==> config.mk <==
export PLATFORM = sky130hd
export DESIGN_NAME = program_stream_demux
export DESIGN_NICKNAME = d
export VERILOG_FILES = /design/src/rtl/psd_pkg.sv /design/src/rtl/program_stream_demux.sv /design/src/rtl/psd_in_reg.sv /design/src/rtl/psd_core.sv /design/src/rtl/psd_out_reg.sv
export SDC_FILE = /design/constraint.sdc
export NUM_CORES = 1
export LEC_CHECK = 0
export BUFFER_PORTS_ARGS = -buffer_cell sky130_fd_sc_hd__buf_2
export CAP_MARGIN = 30
export CORE_ASPECT_RATIO = 1.2
export CORE_MARGIN = 4
export CORE_UTILIZATION = 35
export CTS_CLUSTER_DIAMETER = 40
export DETAILED_ROUTE_END_ITERATION = 12
export GPL_TIMING_DRIVEN = 0
export PLACE_DENSITY = 0.46
export REMOVE_ABC_BUFFERS = 1
export SLEW_MARGIN = 20
export SYNTH_ARGS = -nofsm -noshare
export SYNTH_HDL_FRONTEND = slang
export SYNTH_HIERARCHICAL = 1
export SYNTH_SLANG_ARGS = --single-unit
==> constraint.sdc <==
create_clock -name clk -period 7.1 [get_ports clk]
set_input_delay 0.355 -clock clk [delete_from_list [all_inputs] [get_ports clk]]
set_output_delay 0.355 -clock clk [all_outputs]
set_load 0.01 [all_outputs]
==> src/rtl/psd_pkg.sv <==
package psd_pkg;

    typedef enum logic [3:0] {
        PH_SCAN    = 4'd0,
        PH_PACK    = 4'd1,
        PH_PES_LEN = 4'd2,
        PH_PES_HDR = 4'd3,
        PH_DATA    = 4'd4,
        PH_SKIP    = 4'd5
    } phase_t;

    // header sub-form; meaning depends on the phase
    typedef enum logic [2:0] {
        HK_START   = 3'd0,  // PES: flag byte not seen yet
        HK_ONE     = 3'd1,  // pack: MPEG-1; PES: foreign stream
        HK_TWO     = 3'd2,  // MPEG-2 pack or PES header
        HK_STUFF   = 3'd3,  // MPEG-1 stuffing
        HK_STD     = 3'd4,  // MPEG-1 STD bytes
        HK_PTS     = 3'd5   // MPEG-1 PTS/DTS skip
    } hdr_kind_t;

    typedef enum logic [2:0] {
        EV_PAYLOAD  = 3'd0,
        EV_PROG_END = 3'd1,
        EV_BAD_PACK = 3'd2,
        EV_VIDEO    = 3'd3,
        EV_STUFFING = 3'd4
    } event_t;

    typedef struct packed {
        logic       emit;
        logic [7:0] payload;
        event_t     ev;
    } result_t;

    localparam logic [7:0] ID_PROG_END  = 8'hb9;
    localparam logic [7:0] ID_PACK      = 8'hba;
    localparam logic [8:0] MAX_STUFF    = 9'd23;
    localparam logic [8:0] PACK2_LEN    = 9'd14;
    localparam logic [8:0] PACK1_LEN    = 9'd12;
    localparam logic [8:0] PES2_LEN     = 9'd9;
    localparam logic [8:0] FIRST_POS    = 9'd4;
    localparam logic [23:0] START_PREFIX = 24'h000001;

    function automatic logic [3:0] pts_skip(input logic [3:0] code);
        logic [3:0] r;
        r = 4'd0;
        case (code)
            4'd2:    r = 4'd4;
            4'd3:    r = 4'd9;
            default: r = 4'd0;
        endcase
        return r;
    endfunction

endpackage

==> src/rtl/program_stream_demux.sv <==
// Program stream demultiplexer: one stream byte per input transfer.
// Input channel: data_byte with in_valid / in_stall. Output channel:
// payload_byte and event_res with out_valid / out_stall. A transfer
// happens on a rising edge with valid high and stall low.
// Bytes of PES packets whose stream id matches track_id leave as
// payload (event_res 0); program end, bad pack header, video start
// code and excess stuffing leave as events with payload_byte 0.
// Headers and other streams produce no output.
// A taken byte waits in the input register; the parser result is registered
// in the output register. Throughput: one byte per cycle unless the output
// stalls, set by the combinational parser between the two registers.
// A stalled output holds its result; the input register still takes a
// byte until it is full, then in_stall rises in the same cycle.
// track_id_we writes track_id (write only while idle).
// Reset: track_id returns to 0xE0, parser scans for a start code with
// no prefix bytes remembered, both registers empty.
module program_stream_demux (
    input  logic       clk,
    input  logic       rst_n,
    input  logic       track_id_we,
    input  logic [7:0] track_id,
    input  logic       in_valid,
    output logic       in_stall,
    input  logic [7:0] data_byte,
    output logic       out_valid,
    input  logic       out_stall,
    output logic [7:0] payload_byte,
    output logic [2:0] event_res
);
    import psd_pkg::*;

    logic       in_vld;
    logic [7:0] cur_byte;
    logic       out_free;
    logic       fire;
    result_t    res;

    assign fire = in_vld && out_free;

    psd_in_reg u_in (
        .clk       (clk),
        .rst_n     (rst_n),
        .in_valid  (in_valid),
        .in_stall  (in_stall),
        .data_byte (data_byte),
        .fire      (fire),
        .vld       (in_vld),
        .byte_out  (cur_byte)
    );

    psd_core u_core (
        .clk         (clk),
        .rst_n       (rst_n),
        .track_id_we (track_id_we),
        .track_id    (track_id),
        .fire        (fire),
        .b           (cur_byte),
        .res         (res)
    );

    psd_out_reg u_out (
        .clk          (clk),
        .rst_n        (rst_n),
        .fire         (fire),
        .res          (res),
        .out_free     (out_free),
        .out_valid    (out_valid),
        .out_stall    (out_stall),
        .payload_byte (payload_byte),
        .event_res    (event_res)
    );

endmodule

==> src/rtl/psd_in_reg.sv <==
module psd_in_reg (
    input  logic       clk,
    input  logic       rst_n,
    input  logic       in_valid,
    output logic       in_stall,
    input  logic [7:0] data_byte,
    input  logic       fire,
    output logic       vld,
    output logic [7:0] byte_out
);
    import psd_pkg::*;

    logic       vld_reg, vld_next;
    logic [7:0] byte_reg;

    assign in_stall = vld_reg && !fire;
    assign vld      = vld_reg;
    assign byte_out = byte_reg;

    always_comb
    begin
        if (in_valid && !in_stall)
        begin
            vld_next = 1'b1;
        end
        else if (fire)
        begin
            vld_next = 1'b0;
        end
        else
        begin
            vld_next = vld_reg;
        end
    end

    always_ff @(posedge clk or negedge rst_n)
    begin
        if (!rst_n)
        begin
            vld_reg <= 1'b0;
        end
        else
        begin
            vld_reg <= vld_next;
        end
    end

    always_ff @(posedge clk)
    begin
        if (in_valid && !in_stall)
        begin
            byte_reg <= data_byte;
        end
    end

endmodule

==> src/rtl/psd_core.sv <==
module psd_core (
    input  logic             clk,
    input  logic             rst_n,
    input  logic             track_id_we,
    input  logic [7:0]       track_id,
    input  logic             fire,
    input  logic [7:0]       b,
    output psd_pkg::result_t res
);
    import psd_pkg::*;

    logic [7:0]  track_reg;
    logic [23:0] recent_reg, recent_next;
    phase_t      phase_reg, phase_next;
    logic [8:0]  hpos_reg, hpos_next;
    logic [8:0]  hlen_reg, hlen_next;
    logic [15:0] plen_reg, plen_next;
    hdr_kind_t   kind_reg, kind_next;
    logic [16:0] remain_reg, remain_next;

    logic [8:0]  pos1;
    logic [8:0]  hl_v;
    hdr_kind_t   kind_v;
    hdr_kind_t   tf_kind;
    logic [8:0]  tf_hl;
    logic [15:0] plen_v;
    logic [17:0] count;
    logic        bad;

    always_ff @(posedge clk or negedge rst_n)
    begin
        if (!rst_n)
        begin
            track_reg <= 8'he0;
        end
        else if (track_id_we)
        begin
            track_reg <= track_id;
        end
    end

    always_ff @(posedge clk or negedge rst_n)
    begin
        if (!rst_n)
        begin
            recent_reg <= 24'hffffff;
            phase_reg  <= PH_SCAN;
            hpos_reg   <= 9'd0;
            hlen_reg   <= 9'd0;
            plen_reg   <= 16'd0;
            kind_reg   <= HK_START;
            remain_reg <= 17'd0;
        end
        else if (fire)
        begin
            recent_reg <= recent_next;
            phase_reg  <= phase_next;
            hpos_reg   <= hpos_next;
            hlen_reg   <= hlen_next;
            plen_reg   <= plen_next;
            kind_reg   <= kind_next;
            remain_reg <= remain_next;
        end
    end

    // MPEG-1 flag byte: STD marker or PTS/DTS code
    always_comb
    begin
        if (b[7:6] == 2'b01)
        begin
            tf_kind = HK_STD;
            tf_hl   = hpos_reg + 9'd3;
        end
        else
        begin
            tf_kind = HK_PTS;
            tf_hl   = hpos_reg + 9'd1 + {5'd0, pts_skip(b[7:4])};
        end
    end

    always_comb
    begin
        recent_next = recent_reg;
        phase_next  = phase_reg;
        hpos_next   = hpos_reg;
        hlen_next   = hlen_reg;
        plen_next   = plen_reg;
        kind_next   = kind_reg;
        remain_next = remain_reg;
        res         = '{emit: 1'b0, payload: 8'd0, ev: EV_PAYLOAD};
        pos1        = hpos_reg + 9'd1;
        hl_v        = hlen_reg;
        kind_v      = kind_reg;
        plen_v      = plen_reg | {8'd0, b};
        count       = 18'd6 + {2'd0, plen_reg} - {9'd0, hlen_reg};
        bad         = 1'b0;

        unique case (phase_reg)
            PH_SCAN:
            begin
                if (recent_reg == START_PREFIX)
                begin
                    recent_next = 24'hffffff;
                    hpos_next   = FIRST_POS;
                    hlen_next   = 9'd0;
                    kind_next   = HK_START;
                    plen_next   = 16'd0;
                    if (b == ID_PROG_END)
                    begin
                        res.emit = 1'b1;
                        res.ev   = EV_PROG_END;
                    end
                    else if (b == ID_PACK)
                    begin
                        phase_next = PH_PACK;
                    end
                    else if (b == track_reg)
                    begin
                        phase_next = PH_PES_LEN;
                    end
                    else if (b < ID_PROG_END)
                    begin
                        res.emit = 1'b1;
                        res.ev   = EV_VIDEO;
                    end
                    else
                    begin
                        phase_next = PH_PES_LEN;
                        kind_next  = HK_ONE;
                    end
                end
                else
                begin
                    recent_next = {recent_reg[15:0], b};
                end
            end
            PH_PACK:
            begin
                hpos_next = pos1;
                if (hpos_reg == FIRST_POS)
                begin
                    if (b[7:6] == 2'b01)
                    begin
                        kind_v = HK_TWO;
                        hl_v   = PACK2_LEN;
                    end
                    else if (b[7:4] == 4'h2)
                    begin
                        kind_v = HK_ONE;
                        hl_v   = PACK1_LEN;
                    end
                    else
                    begin
                        bad = 1'b1;
                    end
                end
                else if (kind_reg == HK_TWO && hpos_reg == 9'd13)
                begin
                    // pack stuffing length in low bits of byte 13
                    hl_v = PACK2_LEN + {6'd0, b[2:0]};
                end
                if (bad)
                begin
                    res.emit   = 1'b1;
                    res.ev     = EV_BAD_PACK;
                    phase_next = PH_SCAN;
                end
                else
                begin
                    kind_next = kind_v;
                    hlen_next = hl_v;
                    if (pos1 >= hl_v)
                    begin
                        phase_next = PH_SCAN;
                    end
                end
            end
            PH_PES_LEN:
            begin
                hpos_next = pos1;
                if (hpos_reg == FIRST_POS)
                begin
                    plen_next = {b, 8'd0};
                end
                else
                begin
                    plen_next = plen_v;
                    if (kind_reg == HK_ONE)
                    begin
                        if (plen_v == 16'd0)
                        begin
                            phase_next = PH_SCAN;
                        end
                        else
                        begin
                            remain_next = {1'b0, plen_v};
                            phase_next  = PH_SKIP;
                        end
                    end
                    else
                    begin
                        kind_next  = HK_START;
                        phase_next = PH_PES_HDR;
                    end
                end
            end
            PH_PES_HDR:
            begin
                hpos_next = pos1;
                case (kind_reg)
                    HK_START:
                    begin
                        if (b[7:6] == 2'b10)
                        begin
                            kind_v = HK_TWO;
                            hl_v   = PES2_LEN;
                        end
                        else if (b == 8'hff)
                        begin
                            kind_v = HK_STUFF;
                        end
                        else
                        begin
                            kind_v = tf_kind;
                            hl_v   = tf_hl;
                        end
                    end
                    HK_TWO:
                    begin
                        if (hpos_reg == 9'd8)
                        begin
                            hl_v = PES2_LEN + {1'b0, b};
                        end
                    end
                    HK_STUFF:
                    begin
                        // stuffing cap reached: this byte is the flag byte regardless
                        if (hpos_reg >= MAX_STUFF)
                        begin
                            res.emit = 1'b1;
                            res.ev   = EV_STUFFING;
                            kind_v   = tf_kind;
                            hl_v     = tf_hl;
                        end
                        else if (b != 8'hff)
                        begin
                            kind_v = tf_kind;
                            hl_v   = tf_hl;
                        end
                    end
                    HK_STD:
                    begin
                        if (pos1 >= hlen_reg)
                        begin
                            kind_v = HK_PTS;
                            hl_v   = hlen_reg + {5'd0, pts_skip(b[7:4])};
                        end
                    end
                    default:
                    begin
                        kind_v = kind_reg;
                    end
                endcase
                kind_next = kind_v;
                hlen_next = hl_v;
                count     = 18'd6 + {2'd0, plen_reg} - {9'd0, hl_v};
                if ((kind_v == HK_TWO || kind_v == HK_PTS) && pos1 >= hl_v)
                begin
                    if (!count[17] && count != 18'd0)
                    begin
                        remain_next = count[16:0];
                        phase_next  = PH_DATA;
                    end
                    else
                    begin
                        phase_next = PH_SCAN;
                    end
                end
            end
            PH_DATA:
            begin
                res.emit    = 1'b1;
                res.payload = b;
                res.ev      = EV_PAYLOAD;
                if (remain_reg <= 17'd1)
                begin
                    remain_next = 17'd0;
                    phase_next  = PH_SCAN;
                end
                else
                begin
                    remain_next = remain_reg - 17'd1;
                end
            end
            PH_SKIP:
            begin
                if (remain_reg <= 17'd1)
                begin
                    remain_next = 17'd0;
                    phase_next  = PH_SCAN;
                end
                else
                begin
                    remain_next = remain_reg - 17'd1;
                end
            end
            default:
            begin
                phase_next = PH_SCAN;
            end
        endcase
    end

    a_data_emits: assert property (@(posedge clk) disable iff (!rst_n)
        fire && phase_reg == PH_DATA |-> res.emit && res.ev == EV_PAYLOAD && res.payload == b)
        else $error("payload byte not emitted in data phase");

    a_count_live: assert property (@(posedge clk) disable iff (!rst_n)
        (phase_reg == PH_DATA || phase_reg == PH_SKIP) |-> remain_reg != 17'd0)
        else $error("data or skip phase with empty count");

    a_event_zero: assert property (@(posedge clk) disable iff (!rst_n)
        res.emit && res.ev != EV_PAYLOAD |-> res.payload == 8'd0)
        else $error("event result carries payload");

    a_scan_leave: assert property (@(posedge clk) disable iff (!rst_n)
        fire && phase_reg == PH_SCAN && recent_reg != START_PREFIX |=> phase_reg == PH_SCAN)
        else $error("left scanning without start code");

    a_pos_bound: assert property (@(posedge clk) disable iff (!rst_n)
        hpos_reg <= 9'd266)
        else $error("header position out of range");

endmodule

==> src/rtl/psd_out_reg.sv <==
module psd_out_reg (
    input  logic             clk,
    input  logic             rst_n,
    input  logic             fire,
    input  psd_pkg::result_t res,
    output logic             out_free,
    output logic             out_valid,
    input  logic             out_stall,
    output logic [7:0]       payload_byte,
    output logic [2:0]       event_res
);
    import psd_pkg::*;

    logic       vld_reg, vld_next;
    logic [7:0] pay_reg;
    event_t     ev_reg;

    assign out_free     = !vld_reg || !out_stall;
    assign out_valid    = vld_reg;
    assign payload_byte = pay_reg;
    assign event_res    = ev_reg;

    always_comb
    begin
        if (fire)
        begin
            vld_next = res.emit;
        end
        else if (out_stall)
        begin
            vld_next = vld_reg;
        end
        else
        begin
            vld_next = 1'b0;
        end
    end

    always_ff @(posedge clk or negedge rst_n)
    begin
        if (!rst_n)
        begin
            vld_reg <= 1'b0;
        end
        else
        begin
            vld_reg <= vld_next;
        end
    end

    always_ff @(posedge clk)
    begin
        if (fire && res.emit)
        begin
            pay_reg <= res.payload;
            ev_reg  <= res.ev;
        end
    end

endmodule
==> results of run 1 <==
[routing by layer]
layer | wire length, um | track usage, % | vias to the layer above
met5 | 0 | 0 | -
met4 | 609 | 6.007 | 0
met3 | 723 | 2.242 | 31
met2 | 15070 | 37.35 | 136
met1 | 13070 | 26.99 | 3888
li1 | - | - | 3921
[report_power, final]
part,total (mW),switching (mW),internal (mW)
sequential,1.16,0.270,0.894
combinational,3.34,2.03,1.31
clock,0.543,0.264,0.279
total,5.05,2.56,2.49
[cell usage after synthesis, types with 10 or more instances]
library cell  instances  area [sq um]
a31oi_1              18         112.6
dfrtp_1              64          1602
dfstp_2              27         709.4
o21ai_0              98         490.5
nand2_1             113         424.2
nor4_1               16         100.1
nand2b_1             12         75.07
or2_2                10         62.56
mux2_2               13         146.4
inv_1                53         198.9
nor2_1              117         439.2
and3_1               10         62.56
nand3_1              19         95.09
xor2_1               19         166.4
edfxtp_1             19         570.6
nand4_1              12         75.07
o31ai_1              25         187.7
a21o_1               12         90.09
a211oi_1             11         82.58
clkbuf_1             39         146.4
nor3_1               24         120.1
xnor2_1              29         254.0
ha_1                 76         950.9
a21oi_1              59         295.3
and2_1               10         62.56
[final cells by class]
cell class,count,area [sq um]
Clock buffer,9,225.2
Clock inverter,7,80.08
Tap cell,325,406.6
Inverter,53,198.9
Fill cell,2607,15000
Multi-Input combinational cell,850,5728
Timing Repair Buffer,56,376.6
Sequential cell,110,2890
[cell usage in the layout (no fill, tap or decap), drive strengths merged, types with 24 or more instances in the layout]
master / instances
nor3: 24
a21oi: 59
o21ai: 100
xnor2: 29
dfstp: 27
buf: 55
o31ai: 25
inv: 56
nor2: 117
nand2: 113
dfrtp: 64
ha: 76
[worst max-delay path by stage]
stage	to	slack (ns)	cells past startpoint
finish	u_core/remain_reg[15]	0.40	24
global route	u_core/remain_reg[6]	0.04	23
CTS	u_core/remain_reg[15]	0.005	23
detailed placement	u_core/remain_reg[15]	-1.63	26
global placement	u_core/remain_reg[15]	-1.68	22
floorplan	u_core/remain_reg[10]	0.65	24
[critical path, cell delays in order, from the launching register on]
cell       delay (ns)
dfrtp_4          0.52
ha_1             0.26
xor2_1           0.60
ha_1             0.36
o21a_1           0.17
o21ai_0          0.22
o21bai_1         0.10
a211o_1          0.42
o21ba_2          0.24
nor4b_2          0.16
o311ai_0         0.34
a21oi_1          0.20
ha_1             0.33
ha_1             0.34
nor2_1           0.22
o31ai_4          0.14
buf_4            0.16
a31oi_1          0.20
xor2_1           0.24
o2111ai_1        0.16
nor4_2           0.17
buf_4            0.16
a311o_2          0.25
or2_4            0.27
mux2_2           0.36
[cell families (layout without fill, tap and decap cells)]
group                    Yosys count  count (layout)
AO/OA/AOI/OAI                    315             315
XOR/XNOR                          48              48
adder cells (fa/ha/maj)           78              78
buffers and inverters            109             125
flip-flops                       110             110
multiplexers                      18              18
AND/OR/NAND/NOR                  391             391
[per-stage QoR]
| step | power (mW) | util (%) | hold WS [ns] | setup WS, ns |
|---|---|---|---|---|
| final | 5.050 | 39.77 | 0.1589 | 0.4009 |
| after global routing | 5.517 | 39.77 | 0.1403 | 0.04124 |
| after CTS | 4.920 | 39.23 | 0.1418 | 0.005182 |
| after detailed placement | 4.202 | 37.39 | 0.3401 | -1.625 |
| after global placement | 4.191 | 36.98 | 0.4645 | -1.682 |
| after floorplan | 3.306 | - | 0.05941 | 0.6453 |
[timing repair]
action                                 in CTS  in global routing
buffers inserted                            5                 11
pin swaps                                   2                  3
hold buffers                                1                  0
setup endpoints to repair                  18                 18
resized for setup                          22                 13
endpoints found under the hold margin      28                  0
==> metrics.md, run 1 <==
| Metric | Value |
|---|---|
| Worst Hold Depth | 1 |
| Critical Path Fanout Max | 17 |
| Beginning of the critical path | u_core/hpos_reg[0] |
| DRT antenna net count | 0 |
| Die X-Extent | between 150 and 200 um |
| TritonCTS buffer count | 9 |
| Max Transition Viols Final | 0 |
| Deepest clock path buffer count | 2 |
| Max VDD drop | around 230 uV |
| Placed cells | 1377 |
| Die height | 183.1 um |
| Mapped cell area | around 0.0089 sq mm |
| P&R area growth vs syn | 10.82% |
| Post-route DRC | 0 |
| Distinct cells, synth | 84 |
| Mux cell area share after synthesis | roughly 2.2% |
| RR Startpoint | u_core/hpos_reg[0] |
| Vias per inst | 5.657 |
| Max cap viols | 0 |
| DR WL/cell | ~21 um |
| Critical path class | register to register |
| Xor/xnor cell area share of the yosys netlist | 4.703% |
| Yosys warning count | 6 |
| CP startpoint kind | register |
| First-pass GRT wire length | 46370 um |
| Unrepaired setup endpoints after global routing | false |
| Largest family of logic cells by synthesized area | compound AO/OA/AOI/OAI gates |
| Final net count | 1178 |
| Post-route clock period utilization | between 90% and 100% |
| Root buffer cell | clkbuf_16 |
| ANT cells | 0 |
| Reg-to-Reg End | u_core/remain_reg[15] |
| Setup crit end kind | register |
| Synthesized flop and latch total | 110 |
| Simple-gate portion of the synthesized area | a little over a fifth |
| Clock period minus worst slack | 6.699 ns |
| Finished Cell Area | slightly below 0.01 sq mm |
| FMAX | 149.3 MHz |
| Gate Count Post-Synth | between 1k and 1.5k |
| Flip-flop count of the largest register after layout | 24 |
| Remaining Overflow, GRT | 0 |
| Vias | about 8k |
| Non-Filler Instances | 1410 |
| DP Area | between 0.009 and 0.01 sq mm |
| CTS clock-pin slew for the worst setup and hold paths | 0.08 ns |
| Clock latency on the worst-skew pair | between 0.3 and 0.4 ns |
| Average size of a mapped cell | 8.362 sq um |
| Post-synth ARST share | roughly 83% |
| Share of layout cells above drive strength 1 | between 15 and 20% |
| Final Setup Violations | 0 |
| R2r setup slk | 0.40 ns |
| GRT Overall Usage | 20.97% |
| Die area | 0.02817 sq mm |
| Post-synthesis compound-gate area fraction | between 20% and 30% |
| Most used DFF post-synth | dfrtp_1 |
| TritonCTS clock tree | yes |
| Lkg Pwr | 4.080 nW |
| Slew at the pin closest to its max-slew limit | approximately 0.90 ns |
| Detail Placement HPWL | 22210 um |
| Outcome | finished clean |
| R2R depth | 24 |
| WP data required | ~7.4 ns |
| Core area | 0.02491 sq mm |
| Drt pass-1 iters | 5 |
| Effective utilization at floorplan | between 30% and 40% |
| Hold Crit Class | input port to register |
| Critical path arrival | between 6 and 7 ns |
| Number of flops mapped to enable cells by yosys | 19 |
| Clk_skew | approximately 0.012 ns |
| Hold Fails Final Rpt | 0 |
| P per Cell Area | approximately 510 mW/mm^2 |
| First DRT Iteration DRCs | approximately 550 |
| Total Wirelength | roughly 29000 um |
| Ports | 34 |
| Synth Area in Adders | a little over a tenth |
| Initial antenna violation count | 0 |
| Port bufs | 33 |
| Setup tns final | 0 ns |
| FP Rows | 63 |
| H-tree level count | 3 |
| Slew Limit Headroom | 39.71% |
| Post-synthesis sequential area ratio | about a third |
| Hold Crit Start | data_byte[2] |
| Hold Path Sink | u_in/byte_out[2] |
| Num Clock Sinks | between 100 and 150 |
| Largest net degree at the start of global routing | between 40 and 50 |
| Vias in the first global route | between 7k and 8k |
| Final GP Congestion | 0.9115 |
Power figures use the tool's default switching activity.
==> run 2: changes to the inputs <==
==> constraint.sdc (replaced) <==
create_clock -name clk -period 7.1 [get_ports clk]
set_input_delay 1.42 -clock clk [delete_from_list [all_inputs] [get_ports clk]]
set_output_delay 1.42 -clock clk [all_outputs]
set_load 0.01 [all_outputs]
==> run 2 against run 1 <==
  * Cell area shrank 0.10%
  * Sequential power is essentially flat
  * Total power is essentially flat
  * Critical path depth is the same
  * Sequential cell count is the same
  * Highest routed layer unchanged
  * Clock skew grew 0.0018 ns
  * Largest power group unchanged
  * Clock-buffer cell count is the same
  * Die area is the same
  * Combinational power is essentially flat
  * Via count shrank 0.10%
==> metrics.md, run 2 (synthesis results as in run 1) <==
| Metric | Value |
|---|---|
| Outcome | finished clean |
| Hold buffers post-CTS | 0 (-1) |
| Die height | 183.1 um (unchanged) |
| Total Wirelength | 29500 um (+0.12%) |
| Setup crit end kind | register |
| CP startpoint kind | register |
| Clock latency on the worst-skew pair | 0.37 ns (about the same) |
| Most common cell after layout, fill and taps aside | nor2_1 |
| WHS | 0.4795 ns (+0.3206 ns) |
| Final net count | 1177 (-0.085%) |
| FMAX | 149.0 MHz (-0.16%) |
| First-pass GRT wire length | 46370 um (unchanged) |
| Initial antenna violation count | 0 (unchanged) |
| WP data required | 7.36 ns (about the same) |
| Clk_skew | 0.01415 ns (+0.001805 ns) |
| H-tree level count | 3 (unchanged) |
| Root buffer cell | clkbuf_16 |
| P per Cell Area | 510.0 mW/mm^2 (about the same) |
| Hold Crit Class | register to register |
| Effective utilization at floorplan | 35.89% (unchanged) |
| Commonest non-fill, non-tap cells in the layout | nor2_1 (114), nand2_1 (112), o21ai_0 (96) |
| Multi-input logic area | 0.005728 sq mm (unchanged) |
| Lkg Pwr | 4.076 nW (-0.10%) |
| Final Setup Violations | 0 (unchanged) |
| CTS clock-pin slew for the worst setup and hold paths | 0.08 ns (about the same) |
| Die X-Extent | 153.9 um (unchanged) |
| Reg-to-Reg End | u_core/remain_reg[15] |
| Clock period minus worst slack | 6.710 ns (+0.01095 ns) |
| Num Clock Sinks | 110 (unchanged) |
| Largest net degree at the start of global routing | 48 (unchanged) |
| TritonCTS buffer count | 9 (unchanged) |
| FP Rows | 63 (unchanged) |
| Hold Path Sink | u_core/recent_reg[22] |
| DRT antenna net count | 0 (unchanged) |
| R2R depth | 24 (unchanged) |
| Worst Hold Depth | 2 (+1) |
| Critical path class | register to register |
| Ports | 34 (unchanged) |
| Critical path arrival | 6.97 ns (about the same) |
| Hold Fails Final Rpt | 0 (unchanged) |
| DR WL/cell | 20.94 um (+0.19%) |
| Max VDD drop | 227.0 uV (about the same) |
| Unrepaired setup endpoints after global routing | false |
| Filler Cells Inserted | 2608 (+0.038%) |
| Vias per inst | 5.655 (about the same) |
| Slew at the pin closest to its max-slew limit | 0.9203 ns (+0.02287 ns) |
| Post-route DRC | 0 (unchanged) |
| TritonCTS clock tree | yes |
| Vias in the first global route | 7887 (unchanged) |
| RR Startpoint | u_core/hpos_reg[0] |
| Remaining Overflow, GRT | 0 (unchanged) |
| Hold Crit Start | u_core/recent_reg[22] |
| Sequential Area | 0.002890 sq mm (unchanged) |
| Vias | 7968 (-0.10%) |
| Die area | 0.02817 sq mm (unchanged) |
| Detail Placement HPWL | 22210 um (unchanged) |
| Share of layout cells above drive strength 1 | 15.77% (about the same) |
| Deepest clock path buffer count | 2 (unchanged) |
| Core area | 0.02491 sq mm (unchanged) |
| Slew Limit Headroom | 38.42% (-1.3 points) |
| Drt pass-1 iters | 5 (unchanged) |
| Final Core Density | 39.73% (-0.040 points) |
| Max Transition Viols Final | 0 (unchanged) |
| Port bufs | 33 (unchanged) |
| Critical Path Fanout Max | 17 (unchanged) |
| Final GP Congestion | 0.9115 (unchanged) |
| Flip-flop count of the largest register after layout | 24 (unchanged) |
| GRT Overall Usage | 20.97% (unchanged) |
| Post-route clock period utilization | 94.51% (+0.15 points) |
| P&R area growth vs syn | 10.71% |
| Max cap viols | 0 (unchanged) |
| R2r setup slk | 0.39 ns (about the same) |
| ANT cells | 0 (unchanged) |
| First DRT Iteration DRCs | 593 (+8.6%) |
run 2: cell count changes in the layout (fill, tap and decap cells not counted):
cell	change
dlygate4sd3_1	-1
run 2: routing by layer:
layer | track usage (%) | part of all wire [%] | vias to the layer above
li1 | - | - | 3921
met1 | 26.99 | 44 | 3861
met2 | 37.35 | 51 | 156
met3 | 2.242 | 3.1 | 30
met4 | 6.007 | 2.0 | 0
met5 | 0 | 0 | -
run 2: timing repair:
action | in CTS | in global routing
buffers inserted | 5 | 11
gates resized for setup | 22 | 13
pin swaps | 2 | 3
endpoints found under the setup margin | 18 | 18
run 2: how the worst max path moves through the flow:
stage          slack, ns                     to  depth (start not counted)                from
3_5_place_dp       -1.63  u_core/remain_reg[15]                         26  u_core/hpos_reg[0]
5_1_grt             0.04   u_core/remain_reg[6]                         23  u_core/hpos_reg[0]
6_report            0.39  u_core/remain_reg[15]                         24  u_core/hpos_reg[0]
2_1_floorplan       0.65  u_core/remain_reg[10]                         24  u_core/hpos_reg[0]
4_1_cts            0.005  u_core/remain_reg[15]                         23  u_core/hpos_reg[0]
3_3_place_gp       -1.68  u_core/remain_reg[15]                         22  u_core/hpos_reg[0]
run 2: area by class of cell:
| type | instances | share of cell area [%] |
|---|---|---|
| repair buffers | 55 | 3.705 |
| clock buffers | 9 | 2.276 |
| well taps | 325 | 4.109 |
| clock inverters | 7 | 0.8092 |
| flip-flops and latches | 110 | 29.21 |
| inverters | 53 | 2.010 |
| multi-input cells | 850 | 57.88 |
run 2: stage by stage:
step	power [mW]	std cells	setup TNS (ns)	worst slack (ns)	instance area [sq um]
2_1_floorplan	3.306	1013	0	0.6453	8638
3_3_place_gp	4.191	1371	-26.48	-1.682	9210
3_5_place_dp	4.202	1377	-25.61	-1.625	9314
4_1_cts	4.920	1398	0	0.005182	9761
5_1_grt	5.516	1409	0	0.04124	9896
6_report	5.047	1409	0	0.3900	9896
run 2: power breakdown:
group          internal, mW  switching [mW]
combinational          1.31            2.02
sequential            0.894           0.269
clock                 0.279           0.265
total                  2.49            2.56
run 2: worst max-delay path: stages, from the launching register on:
cell and delay [ns]:
dfrtp_4 0.52, ha_1 0.26, xor2_1 0.59, ha_1 0.36, o21a_1 0.17, o21ai_0 0.22
o21bai_1 0.10, a211o_1 0.41, o21ba_2 0.24, nor4b_2 0.16, o311ai_0 0.36, a21oi_1 0.20
ha_1 0.33, ha_1 0.34, nor2_1 0.22, o31ai_4 0.14, buf_4 0.16, a31oi_1 0.20
xor2_1 0.24, o2111ai_1 0.16, nor4_2 0.17, buf_4 0.17, a311o_2 0.24, or2_4 0.27
mux2_2 0.36
